`src/design/assert_macros.svh`:
```
// Assertion helpers shared by the design files.
// NMA_ASSERT checks a property while reset is low; NMA_ASSERT_NR checks it at every edge.
`ifndef ASSERT_MACROS_SVH
`define ASSERT_MACROS_SVH
`ifndef NO_ASSERTIONS
`define NMA_ASSERT(label, clk, rst, prop) \
   label: assert property (@(posedge clk) disable iff (rst) prop) \
      else $error("nma assertion failed");
`define NMA_ASSERT_NR(label, clk, prop) \
   label: assert property (@(posedge clk) prop) else $error("nma assertion failed");
`else
`define NMA_ASSERT(label, clk, rst, prop)
`define NMA_ASSERT_NR(label, clk, prop)
`endif
`endif

```
`src/design/nma_pkg.sv`:
```
package nma_pkg;

   // Default number of fraction bits of the fixed point format
   localparam int FRAC_BITS_DEF = 8;

   localparam int DATA_W    = 16;
   localparam int ACC_W     = 40;
   localparam int CSR_IDX_W = 2;
   localparam int DEN_W     = 33;
   localparam int SER_TERMS = 20;
   localparam int SQ_STEPS  = 5;

   // Activation select codes
   localparam logic [2:0] ACT_RELU     = 3'd0;
   localparam logic [2:0] ACT_SIGMOID  = 3'd1;
   localparam logic [2:0] ACT_TANH     = 3'd2;
   localparam logic [2:0] ACT_IDENTITY = 3'd3;
   localparam logic [2:0] ACT_BIAS     = 3'd4;

   // Register indexes
   localparam logic [CSR_IDX_W-1:0] CSR_ACT_SELECT    = 2'd0;
   localparam logic [CSR_IDX_W-1:0] CSR_SIGMOID_SCALE = 2'd1;
   localparam logic [CSR_IDX_W-1:0] CSR_TANH_SCALE    = 2'd2;

   typedef struct packed {
      logic signed [DATA_W-1:0] term_weight;
      logic signed [DATA_W-1:0] source_value;
      logic signed [DATA_W-1:0] start_value;
      logic                     first;
      logic                     last;
   } req_type;

   typedef struct packed {
      logic signed [DATA_W-1:0] activated_value;
      logic signed [DATA_W-1:0] slope;
   } rsp_type;

   typedef enum logic [4:0] {
      ST_IDLE,
      ST_ROUND,
      ST_SIMPLE,
      ST_ARG_MUL,
      ST_ARG,
      ST_SER_MUL,
      ST_SER_DIV,
      ST_SER_WAIT,
      ST_SQ_PREP,
      ST_SQ_MUL,
      ST_SQ_UPD,
      ST_QUOT_DIV,
      ST_QUOT_WAIT,
      ST_SLOPE_A,
      ST_SLOPE_B,
      ST_SLOPE_C,
      ST_EMIT
   } state_type;

   typedef enum logic [4:0] {
      OP_NONE,
      OP_MAC,
      OP_ROUND,
      OP_SIMPLE,
      OP_ARG_MUL,
      OP_ARG,
      OP_SER_MUL,
      OP_SER_DIV,
      OP_SER_ACC,
      OP_SQ_PREP,
      OP_SQ_MUL,
      OP_SQ_UPD,
      OP_QUOT_DIV,
      OP_QUOT_Y,
      OP_SLOPE_A,
      OP_SLOPE_B,
      OP_SLOPE_C,
      OP_EMIT
   } dp_op_type;

   typedef struct packed {
      logic curve;
      logic arg_zero;
      logic div_done;
      logic ser_last;
      logic sq_last;
      logic out_free;
   } dp_status_type;

endpackage

```
`src/design/nma_ctrl.sv`:
```
`include "assert_macros.svh"

module nma_ctrl (
   input  logic                   clock,
   input  logic                   reset,
   input  logic                   req_valid,
   input  logic                   req_last,
   output logic                   req_stall,
   input  nma_pkg::dp_status_type status,
   output nma_pkg::dp_op_type     dp_op
);

   nma_pkg::state_type state_ff, state_in;

   // Next state
   always_comb begin
      state_in = state_ff;
      unique case (state_ff)
         nma_pkg::ST_IDLE: begin
            if (req_valid && req_last) state_in = nma_pkg::ST_ROUND;
         end
         nma_pkg::ST_ROUND: begin
            state_in = status.curve ? nma_pkg::ST_ARG_MUL : nma_pkg::ST_SIMPLE;
         end
         nma_pkg::ST_SIMPLE:  state_in = nma_pkg::ST_EMIT;
         nma_pkg::ST_ARG_MUL: state_in = nma_pkg::ST_ARG;
         nma_pkg::ST_ARG: begin
            state_in = status.arg_zero ? nma_pkg::ST_QUOT_DIV : nma_pkg::ST_SER_MUL;
         end
         nma_pkg::ST_SER_MUL: state_in = nma_pkg::ST_SER_DIV;
         nma_pkg::ST_SER_DIV: state_in = nma_pkg::ST_SER_WAIT;
         nma_pkg::ST_SER_WAIT: begin
            if (status.div_done) begin
               state_in = status.ser_last ? nma_pkg::ST_SQ_PREP : nma_pkg::ST_SER_MUL;
            end
         end
         nma_pkg::ST_SQ_PREP: state_in = nma_pkg::ST_SQ_MUL;
         nma_pkg::ST_SQ_MUL:  state_in = nma_pkg::ST_SQ_UPD;
         nma_pkg::ST_SQ_UPD: begin
            state_in = status.sq_last ? nma_pkg::ST_QUOT_DIV : nma_pkg::ST_SQ_MUL;
         end
         nma_pkg::ST_QUOT_DIV: state_in = nma_pkg::ST_QUOT_WAIT;
         nma_pkg::ST_QUOT_WAIT: begin
            if (status.div_done) state_in = nma_pkg::ST_SLOPE_A;
         end
         nma_pkg::ST_SLOPE_A: state_in = nma_pkg::ST_SLOPE_B;
         nma_pkg::ST_SLOPE_B: state_in = nma_pkg::ST_SLOPE_C;
         nma_pkg::ST_SLOPE_C: state_in = nma_pkg::ST_EMIT;
         nma_pkg::ST_EMIT: begin
            if (status.out_free) state_in = nma_pkg::ST_IDLE;
         end
         default: state_in = nma_pkg::ST_IDLE;
      endcase
   end

   // Datapath commands
   always_comb begin
      req_stall = (state_ff != nma_pkg::ST_IDLE);
      dp_op     = nma_pkg::OP_NONE;
      unique case (state_ff)
         nma_pkg::ST_IDLE:     dp_op = req_valid ? nma_pkg::OP_MAC : nma_pkg::OP_NONE;
         nma_pkg::ST_ROUND:    dp_op = nma_pkg::OP_ROUND;
         nma_pkg::ST_SIMPLE:   dp_op = nma_pkg::OP_SIMPLE;
         nma_pkg::ST_ARG_MUL:  dp_op = nma_pkg::OP_ARG_MUL;
         nma_pkg::ST_ARG:      dp_op = nma_pkg::OP_ARG;
         nma_pkg::ST_SER_MUL:  dp_op = nma_pkg::OP_SER_MUL;
         nma_pkg::ST_SER_DIV:  dp_op = nma_pkg::OP_SER_DIV;
         nma_pkg::ST_SER_WAIT: begin
            dp_op = status.div_done ? nma_pkg::OP_SER_ACC : nma_pkg::OP_NONE;
         end
         nma_pkg::ST_SQ_PREP:  dp_op = nma_pkg::OP_SQ_PREP;
         nma_pkg::ST_SQ_MUL:   dp_op = nma_pkg::OP_SQ_MUL;
         nma_pkg::ST_SQ_UPD:   dp_op = nma_pkg::OP_SQ_UPD;
         nma_pkg::ST_QUOT_DIV: dp_op = nma_pkg::OP_QUOT_DIV;
         nma_pkg::ST_QUOT_WAIT: begin
            dp_op = status.div_done ? nma_pkg::OP_QUOT_Y : nma_pkg::OP_NONE;
         end
         nma_pkg::ST_SLOPE_A:  dp_op = nma_pkg::OP_SLOPE_A;
         nma_pkg::ST_SLOPE_B:  dp_op = nma_pkg::OP_SLOPE_B;
         nma_pkg::ST_SLOPE_C:  dp_op = nma_pkg::OP_SLOPE_C;
         nma_pkg::ST_EMIT: begin
            dp_op = status.out_free ? nma_pkg::OP_EMIT : nma_pkg::OP_NONE;
         end
         default:              dp_op = nma_pkg::OP_NONE;
      endcase
   end

   always_ff @(posedge clock) begin
      if (reset) begin
         state_ff <= nma_pkg::ST_IDLE;
      end else begin
         state_ff <= state_in;
      end
   end

   // Reset returns the sequencer to idle
   `NMA_ASSERT_NR(a_reset_idle, clock, reset |=> (state_ff == nma_pkg::ST_IDLE))
   // Divider completion only shows up while a wait state expects it
   `NMA_ASSERT(a_div_done_wait, clock, reset,
      status.div_done |-> (state_ff == nma_pkg::ST_SER_WAIT ||
                           state_ff == nma_pkg::ST_QUOT_WAIT))
   // A closing term always starts the rounding step
   `NMA_ASSERT(a_last_rounds, clock, reset,
      (req_valid && !req_stall && req_last) |=> (state_ff == nma_pkg::ST_ROUND))

endmodule

```
`config.mk`:
```
export PLATFORM = sky130hd
export DESIGN_NAME = nma_ctrl
export DESIGN_NICKNAME = d
export VERILOG_FILES = /design/src/design/nma_pkg.sv /design/src/design/nma_ctrl.sv
export VERILOG_INCLUDE_DIRS = /design/src /design/src/design
export SDC_FILE = /design/constraint.sdc
export NUM_CORES = 1
export LEC_CHECK = 0
export ABC_AREA = 1
export BUFFER_PORTS_ARGS = -buffer_cell sky130_fd_sc_hd__buf_4
export CELL_PAD_IN_SITES_DETAIL_PLACEMENT = 0
export CELL_PAD_IN_SITES_GLOBAL_PLACEMENT = 1
export CORE_MARGIN = 5
export CORE_UTILIZATION = 33
export DETAILED_ROUTE_END_ITERATION = 12
export PLACE_DENSITY = 0.79
export SETUP_SLACK_MARGIN = 0.3
export SYNTH_ARGS = -nofsm -noshare
export SYNTH_HDL_FRONTEND = slang
export SYNTH_SLANG_ARGS = --single-unit
```
`constraint.sdc`:
```
create_clock -name clock -period 1.91 [get_ports clock]
set_clock_uncertainty 0.1 [all_clocks]
set_input_delay 0.382 -clock clock [delete_from_list [all_inputs] [get_ports clock]]
set_output_delay 0.382 -clock clock [all_outputs]
set_load 0.1 [all_outputs]
```
==> reports/results.tsv, run 1 <==
stage	metric	value	unit
status	outcome	complete, but fails checks	
status	violated checks	setup timing	
power	VDD IR max	0.654	mV
detailed_routing	# DRC	0	
yosys	Mapped Area	538	µm²
detailed_routing	antenna viol nets, final	0	
placed_design	GPL Wtd Cong	0.854	
yosys	sequential-to-total area share from yosys stat	18.6	%
global_route	largest net degree at the start of global routing	10	
yosys	Cells after Synth	101	
floorplan	total die area	2540	µm²
detailed_routing	Vias	771	
sta	Slew headroom	81.6	%
cells_and_area	synthesis-to-layout area growth	92.3	%
setup_path	WP data arrival	1460	ps
yosys	adder-cell share of the synthesized area	0	%
detailed_routing	Via density	5.11	
sta	Worst-Margin Slew	278	ps
yosys	simple-gate share of the synthesized area	54.4	%
yosys	Compound-Gate Fraction of Synth Area	13.7	%
clocking	Clock Sinks	5	
cells_and_area	# nets final	146	
yosys	Netlist cell types	17	
sta	RSZ-0062 raised after global routing	true	
yosys	warnings from Yosys	0	
floorplan	Row Count	14	
sta	Final Max Slew Viols	0	
floorplan	Initial Util	35.3	%
yosys	Avg Synthesized Cell Area	5.33	µm²
floorplan	Core Region	1520	µm²
floorplan	die height	50.4	µm
floorplan	IO Pins	16	
global_route	number of global-route vias before repair	720	
detailed_routing	DR pass1 iterations	4	
setup_path	Worst setup SP type	flop	
detailed_routing	routed len/inst	12.9	µm
yosys	post-synthesis mux area share	0	%
run	MaxCap Viol Count	0	
global_route	GRT Total Usage	15.6	%
clocking	H-tree depth	1	
floorplan	Die X	50.4	µm
placed_design	Placed Instances	137	
yosys	syn nets	111	
clocking	CTS root buffer	clkbuf_4	
clocking	Clock Pin Slew Worst Setup and Hold Paths	50	ps
setup_path	worst-path fanout max	4	
placed_design	port bufs	15	
sta	post-layout minimum cycle time	1950	ps
global_route	first-pass GRT wire length	3170	µm
cells_and_area	max FFs per register	5	
clocking	worst-case clock buffer depth	2	
placed_design	Post-DP HPWL	1510	µm
global_route	global route total overflow	0	
cells_and_area	fin cells	151	
yosys	Synth Register Bits	5	
setup_path	WP data required	1430	ps
cells_and_area	post-layout util	67.9	%
setup_path	WS Path Type	reg2out	
detailed_routing	initial detailed-routing violation count	18	
setup_path	critical path capture point type	primary output	
power	P_leak	0.532	nW
sta	setup violators final	3	
sta	final worst slack	-36.9	ps
sta	Hold Violations, Final	0	
clocking	CTS tree	yes	
sta	fmax	0.514	GHz
cells_and_area	largest register by flop count	state_ff	
sta	final worst-path cycle share	102	%
yosys	post-synthesis xor/xnor area fraction	0	%
cells_and_area	antenna fix cells	0	
detailed_routing	Routed WL	1950	µm
clocking	clock latency at the later pin of the worst-skew pair	250	ps
hold_path	Hold Crit Class	in2reg	
cells_and_area	fraction of layout cells with a size suffix above 1	51.1	%
cells_and_area	Regs by FF count	state_ff (5)	
power	power per cell area	729	nW/µm²
clocking	CTS Buf Count	3	
global_route	antenna violations before repair	0	
yosys	main combinational cell family by area after synthesis	simple AND/OR/NAND/NOR gates	
-- where the power goes --
| group | internal [mW] | switching (mW) |
|---|---|---|
| registers | 0.115 | 0.0224 |
| logic | 0.172 | 0.320 |
| clock network | 0.0792 | 0.0467 |
-- cell usage after synthesis --
cell | instances | share of area, %
a21oi_1 | 7 | 6.5
a22oi_1 | 1 | 1.4
buf_4 | 1 | 1.4
dfxtp_1 | 5 | 19
inv_1 | 14 | 9.8
inv_2 | 3 | 2.1
nand2_1 | 31 | 22
nand2_2 | 2 | 2.3
nand3_1 | 10 | 9.3
nand4_1 | 5 | 5.8
nor2_1 | 11 | 7.7
nor2_2 | 4 | 4.7
nor3_2 | 1 | 1.9
o21ai_0 | 3 | 2.8
o221ai_1 | 1 | 1.6
o31ai_1 | 1 | 1.4
or2_0 | 1 | 1.2
-- stage by stage --
step / setup WS [ps] / instance area (µm²) / hold WS, ps / total power, mW / TNS, ps
2_1_floorplan: -298 / 647 / 341 / 0.451 / -546
3_3_place_gp: 89.6 / 813 / 480 / 0.532 / 0
3_5_place_dp: 42.7 / 813 / 478 / 0.532 / 0
4_1_cts: -38.3 / 951 / 222 / 0.724 / -78.0
5_1_grt: -100 / 1030 / 217 / 0.800 / -257
6_report: -36.9 / 1030 / 225 / 0.755 / -44.2
-- cell usage in the layout (no fill, tap or decap), types with 2 or more instances in the layout --
cell type,synthesis,layout
buf_4,1,25
nand2_1,31,23
inv_1,14,12
nor2_1,11,8
nand2_2,2,7
nand3_1,10,7
nand4_1,5,5
a21oi_1,7,5
dfxtp_4,0,5
nor2_2,4,4
buf_12,0,4
nor2_4,0,3
o21ai_0,3,3
clkbuf_4,0,3
inv_4,0,2
inv_2,3,2
nand2_8,0,2
nand3_4,0,2
a21oi_2,0,2
-- what timing repair did --
item / 4_1_cts / 5_1_grt
pin swaps: 5 / 10
gates resized for setup: 25 / 10
endpoints found under the setup margin: 6 / 6
hold buffers: 0 / 0
setup buffers: 3 / 7
hold endpoints to repair: 0 / 0
-- routing by layer --
layer | share of wire [%] | GRT usage [%] | vias up
met3 | 3.7 | 2.96 | 4
met5 | 0 | 0 | -
met2 | 51 | 26.6 | 14
li1 | - | - | 391
met1 | 43 | 20.0 | 362
met4 | 2.0 | 3.83 | 0
-- critical path, stage by stage, from the launching register on --
cell     delay [ps]
dfxtp_4         360
buf_4           140
nor2_4          180
nand2_8          90
nand2_8          80
nand2_2          50
nand4_1         130
buf_12          190
-- final timing paths --
check                     end   startpoint  slack [ps]  cells after the start
setup / recovery     dp_op[2]  state_ff[0]         -40                      7
hold / removal    state_ff[2]        reset         230                      2
setup reg to reg  state_ff[2]  state_ff[0]         400                     11
hold reg to reg   state_ff[4]  state_ff[4]         550                      2
-- layout make-up --
class                      count  area [µm²]
fill                         130         489
clock buffer                   4        26.3
inverter                      17        76.3
tap                           16        20.0
sequential                     5         119
multi-input combinational     78         499
timing repair buffer          31         294
-- kinds of logic (layout without fill, tap and decap cells) --
group	Yosys count	after routing
simple gates	65	65
buf+inv	18	52
compound gates	13	13
flops	5	5
Note: power is estimated with default switching activity, not from simulation.
==> run 2, diff against run 1 <==
Settings changed: BUFFER_PORTS_ARGS -buffer_cell sky130_fd_sc_hd__buf_4 to default, CORE_UTILIZATION 33 to 35, DONT_BUFFER_PORTS from default to 1, GPL_TIMING_DRIVEN from default to 0, PLACE_DENSITY 0.79 to 0.69.
==> reports/results.tsv, run 2 (synthesis gave the netlist of run 1 again) <==
stage	metric	value	unit	change
sta	Slew headroom	20.2	%	-61 points
clocking	clock latency at the later pin of the worst-skew pair	240	ps	about the same
sta	Final Max Slew Viols	0		unchanged
status	outcome	complete, but fails checks		
clocking	CTS tree	yes		
sta	setup TNS	-1600	ps	-1560 ps
power	VDD IR max	0.539	mV	-18%
setup_path	critical path capture point type	primary output		
cells_and_area	Regs by FF count	state_ff (5)		
clocking	Clock Pin Slew Worst Setup and Hold Paths	40	ps	about the same
status	violated checks	setup timing		
detailed_routing	Vias	688		-11%
clocking	H-tree depth	1		unchanged
clocking	worst-case clock buffer depth	2		unchanged
cells_and_area	most frequent cells in the layout	nand2_1 (24), inv_1 (13), buf_4 (10)		
clocking	CTS Buf Count	3		unchanged
sta	fmax	0.407	GHz	-21%
sta	final hold slack	96.4	ps	-129 ps
setup_path	worst reg2reg path endpoint	state_ff[3]		
sta	setup violators final	5		+2
setup_path	WS Path Type	reg2out		
cells_and_area	commonest non-fill, non-tap cell in the layout	nand2_1		
detailed_routing	antenna viol nets, final	0		unchanged
hold_path	hold path depth	1		-1
sta	final worst slack	-550	ps	-513 ps
detailed_routing	initial detailed-routing violation count	13		-5
cells_and_area	fin cells	131		-13%
cells_and_area	fraction of layout cells with a size suffix above 1	40.0	%	-11 points
placed_design	port bufs	0		-15
detailed_routing	Via density	5.25		+2.9%
placed_design	pre-CTS setup slack	-424	ps	-466 ps
setup_path	WP data arrival	1980	ps	+520 ps
sta	Hold Violations, Final	0		unchanged
floorplan	Core Region	1490	µm²	-2.3%
sta	final worst-path cycle share	129	%	+27 points
setup_path	R2R Setup Slk	370	ps	-30 ps
sta	Worst-Margin Slew	1190	ps	+915 ps
setup_path	worst-path fanout max	5		+1
power	power per cell area	786	nW/µm²	+7.8%
cells_and_area	largest register by flop count	state_ff		
clocking	CTS root buffer	clkbuf_4		
floorplan	Row Count	14		unchanged
run	MaxCap Viol Count	0		unchanged
power	P_leak	0.443	nW	-17%
clocking	Clock Sinks	5		unchanged
global_route	GRT Total Usage	15.3	%	-0.29 points
global_route	global route total overflow	0		unchanged
cells_and_area	Filler cells	166		+28%
floorplan	total die area	2420	µm²	-4.6%
hold_path	Min-Delay Endpoint	state_ff[1]		
global_route	largest net degree at the start of global routing	9		-1
detailed_routing	DR pass1 iterations	4		unchanged
hold_path	Hold Crit Class	in2reg		
cells_and_area	synthesis-to-layout area growth	53.0	%	
detailed_routing	routed len/inst	13.1	µm	+1.2%
detailed_routing	Routed WL	1710	µm	-12%
cells_and_area	area of the multi-input gates	499	µm²	unchanged
setup_path	Crit Reg-Reg Startpoint	state_ff[4]		
sta	post-layout minimum cycle time	2460	ps	+513 ps
floorplan	IO Pins	16		unchanged
cells_and_area	max FFs per register	5		unchanged
placed_design	GPL Wtd Cong	0.811		-5.0%
global_route	number of global-route vias before repair	666		-7.5%
floorplan	Die X	49.2	µm	-2.3%
detailed_routing	# DRC	0		unchanged
global_route	first-pass GRT wire length	2940	µm	-7.2%
placed_design	Placed Instances	117		-15%
sta	RSZ-0062 raised after global routing	true		
global_route	antenna violations before repair	0		unchanged
cells_and_area	Storage cell area	114	µm²	-4.2%
placed_design	Post-DP HPWL	1380	µm	-8.6%
setup_path	Worst setup SP type	flop		
cells_and_area	antenna fix cells	0		unchanged
setup_path	WP data required	1430	ps	about the same
cells_and_area	# nets final	126		-14%
floorplan	Initial Util	36.1	%	+0.83 points
hold_path	min-delay src	reset		
setup_path	Worst Reg2Reg Path Length in Cells	8		-3
floorplan	die height	49.2	µm	-2.3%
## run 2: changes by cell type in the layout (fill, tap and decap cells not counted), moves of 2 or more
cell	change
buf_12	-4
dfxtp_2	+2
nand2_4	+2
buf_4	-15
nand2_2	-3
dfxtp_4	-2
## run 2: stage by stage
| step | area (µm²) | util, % | total power, mW |
|---|---|---|---|
| CTS | 779 | 52.4 | 0.635 |
| detailed placement | 667 | 44.8 | 0.484 |
| global route | 823 | 55.3 | 0.690 |
| global placement | 667 | 44.8 | 0.484 |
| finish | 823 | 55.3 | 0.647 |
| floorplan | 647 | - | 0.451 |
## run 2: routing by layer
metal | routed length (µm) | vias to the layer above | GRT usage, %
li1 | - | 357 | -
met3 | 114 | 5 | 3.67
met1 | 767 | 306 | 18.1
met4 | 38 | 0 | 8.07
met5 | 0 | - | 0
met2 | 790 | 20 | 24.9
## run 2: how the worst max path moves through the flow
stage | endpoint | slack, ps | start | cells past startpoint
6_report | dp_op[0] | -550 | state_ff[0] | 7
5_1_grt | dp_op[0] | -630 | state_ff[0] | 7
3_3_place_gp | dp_op[0] | -480 | state_ff[2] | 5
3_5_place_dp | dp_op[0] | -420 | state_ff[0] | 7
4_1_cts | dp_op[0] | -570 | state_ff[2] | 8
2_1_floorplan | dp_op[2] | -300 | state_ff[4] | 6
## run 2: worst max-delay path: stages, from the launching register on
cell	delay (ps)
dfxtp_4	410
nor2_4	80
nand2_2	60
nor2_2	40
nand2_2	70
nand2_2	60
a21oi_2	90
nand4_1	930
## run 2: layout make-up
class | count | area share [%]
Buffer | 1 | 1.82
Clock buffer | 4 | 3.19
Inverter | 17 | 8.97
Multi-Input combinational cell | 78 | 60.6
Sequential cell | 5 | 13.8
Tap cell | 16 | 2.43
Timing Repair Buffer | 10 | 9.12
## run 2: timing repair
| action | in CTS | in global routing |
|---|---|---|
| gates cloned | 0 | 0 |
| buffers inserted | 8 | 2 |
| hold buffers | 0 | 0 |
| gates resized for setup | 8 | 9 |
| setup endpoints to repair | 6 | 9 |
| pin swaps | 8 | 9 |
| endpoints found under the hold margin | 0 | 0 |
## run 2: where the power goes
| group | internal, mW | switching, mW | leakage, nW |
|---|---|---|---|
| combinational | 0.0906 | 0.296 | 0.385 |
| clock | 0.0788 | 0.0411 | 0.0150 |
| sequential | 0.117 | 0.0235 | 0.0438 |
| total | 0.286 | 0.361 | 0.443 |
==> run 3, diff against run 2 <==
Settings changed: CORE_UTILIZATION 35 to 36, PLACE_DENSITY 0.69 to 0.71.
==> reports/results.tsv, run 3 (synthesis gave the netlist of run 1 again) <==
stage	metric	value	unit	change
cells_and_area	max FFs per register	5		unchanged
sta	RSZ-0062 raised after global routing	true		
floorplan	IO Pins	16		unchanged
power	VDD IR max	0.500	mV	-7.2%
global_route	first-pass GRT wire length	2930	µm	-0.24%
sta	fmax	0.406	GHz	-0.17%
detailed_routing	antenna viol nets, final	0		unchanged
detailed_routing	# DRC	0		unchanged
detailed_routing	Routed WL	1780	µm	+3.9%
clocking	CTS Hold Bufs	0		unchanged
floorplan	die height	48.7	µm	-1.1%
global_route	largest net degree at the start of global routing	8		-1
cells_and_area	fraction of layout cells with a size suffix above 1	42.2	%	+2.2 points
sta	setup TNS	-1530	ps	+71.0 ps
placed_design	GPL Wtd Cong	0.825		+1.7%
status	violated checks	setup timing		
clocking	worst-case clock buffer depth	2		unchanged
cells_and_area	antenna fix cells	0		unchanged
sta	setup violators final	5		unchanged
clocking	clock latency at the later pin of the worst-skew pair	240	ps	about the same
detailed_routing	Vias	692		+0.58%
detailed_routing	DR pass1 iterations	4		unchanged
sta	Worst-Margin Slew	1190	ps	+0.823 ps
sta	final worst slack	-554	ps	-4.25 ps
cells_and_area	most frequent cells in the layout	nand2_1 (23), inv_1 (12), buf_4 (10)		
sta	final worst-path cycle share	129	%	+0.22 points
cells_and_area	Regs by FF count	state_ff (5)		
cells_and_area	commonest non-fill, non-tap cell in the layout	nand2_1		
floorplan	Row Count	14		unchanged
clocking	CTS Buf Count	3		unchanged
sta	Slew headroom	20.2	%	-0.055 points
cells_and_area	largest register by flop count	state_ff		
setup_path	critical path capture point type	primary output		
placed_design	port bufs	0		unchanged
hold_path	Hold Crit Class	in2reg		
detailed_routing	initial detailed-routing violation count	16		+3
setup_path	WP data required	1430	ps	about the same
floorplan	total die area	2370	µm²	-2.2%
clocking	CTS tree	yes		
cells_and_area	# nets final	127		+0.79%
setup_path	WP data arrival	1980	ps	about the same
global_route	number of global-route vias before repair	677		+1.7%
status	outcome	complete, but fails checks		
detailed_routing	Via density	5.24		-0.18%
cells_and_area	fin cells	132		+0.76%
clocking	Clock Pin Slew Worst Setup and Hold Paths	40	ps	about the same
global_route	global route total overflow	0		unchanged
power	P_leak	0.445	nW	+0.29%
cells_and_area	post-layout util	59.1	%	+3.8 points
floorplan	Initial Util	37.0	%	+0.87 points
setup_path	Worst setup SP type	flop		
global_route	GRT Total Usage	15.8	%	+0.51 points
clocking	CTS root buffer	clkbuf_4		
placed_design	Post-DP HPWL	1360	µm	-1.6%
sta	Final Max Slew Viols	0		unchanged
setup_path	worst-path fanout max	5		unchanged
clocking	Clock Sinks	5		unchanged
power	power per cell area	772	nW/µm²	-1.8%
power	overall power	0.664	mW	+2.6%
global_route	antenna violations before repair	0		unchanged
cells_and_area	synthesis-to-layout area growth	59.8	%	
sta	Hold Violations, Final	0		unchanged
clocking	H-tree depth	1		unchanged
placed_design	Placed Instances	117		unchanged
detailed_routing	routed len/inst	13.5	µm	+3.1%
setup_path	WS Path Type	reg2out		
floorplan	Core Region	1450	µm²	-2.4%
sta	post-layout minimum cycle time	2460	ps	+4.25 ps
floorplan	Die X	48.7	µm	-1.1%
run	MaxCap Viol Count	0		unchanged
cells_and_area	Filler cells	146		-12%
[run 3: worst paths after layout]
check	start	end	slack (ps)	cells after the start
setup reg to reg	state_ff[1]	state_ff[1]	420	9
hold / removal	reset	state_ff[2]	100	1
setup / recovery	state_ff[0]	dp_op[0]	-550	7
hold reg to reg	state_ff[1]	state_ff[0]	650	4
[run 3: per-layer routing]
metal	global-route usage, %	wire (µm)	share of wire (%)
met1	17.3	774	44
met5	0	0	0
met3	3.68	94	5.3
met4	8.07	13	0.73
met2	27.8	895	50
[run 3: per-stage QoR]
stage | instance area (µm²) | setup slack [ps] | hold WS, ps
final | 860 | -554 | 95.0
after global routing | 860 | -630 | 85.1
after detailed placement | 667 | -425 | 345
after CTS | 806 | -572 | 86.8
after floorplan | 647 | -298 | 341
after global placement | 667 | -474 | 343
[run 3: repair_timing]
| action | in CTS | in global routing |
|---|---|---|
| buffers inserted | 10 | 1 |
| pin swaps | 8 | 10 |
| cloned | 0 | 0 |
| gates resized for setup | 12 | 12 |
| setup endpoints to repair | 6 | 8 |
[run 3: layout make-up]
type                            instances  area [µm²]  share of cell area (%)
Tap cell                               16        20.0                    2.33
Timing Repair Buffer                   11        86.3                    10.0
Clock buffer                            4        26.3                    3.06
Inverter                               17        77.6                    9.02
Sequential cell                         5         116                    13.5
Buffer                                  1        15.0                    1.75
Multi-Input combinational cell         78         518                    60.3
[run 3: report_power, final]
part | switching, mW | total (mW) | internal [mW]
logic | 0.310 | 0.405 | 0.0947
registers | 0.0239 | 0.139 | 0.115
clock network | 0.0409 | 0.120 | 0.0788
total | 0.375 | 0.664 | 0.289
[run 3: critical path, cell delays in order (launching register included)]
cell and delay [ps]:
dfxtp_4 410, nor2_4 70, nand2_2 60, nor2_2 50, nand2_2 70, nand2_2 50, a21oi_2 100, nand4_1 930
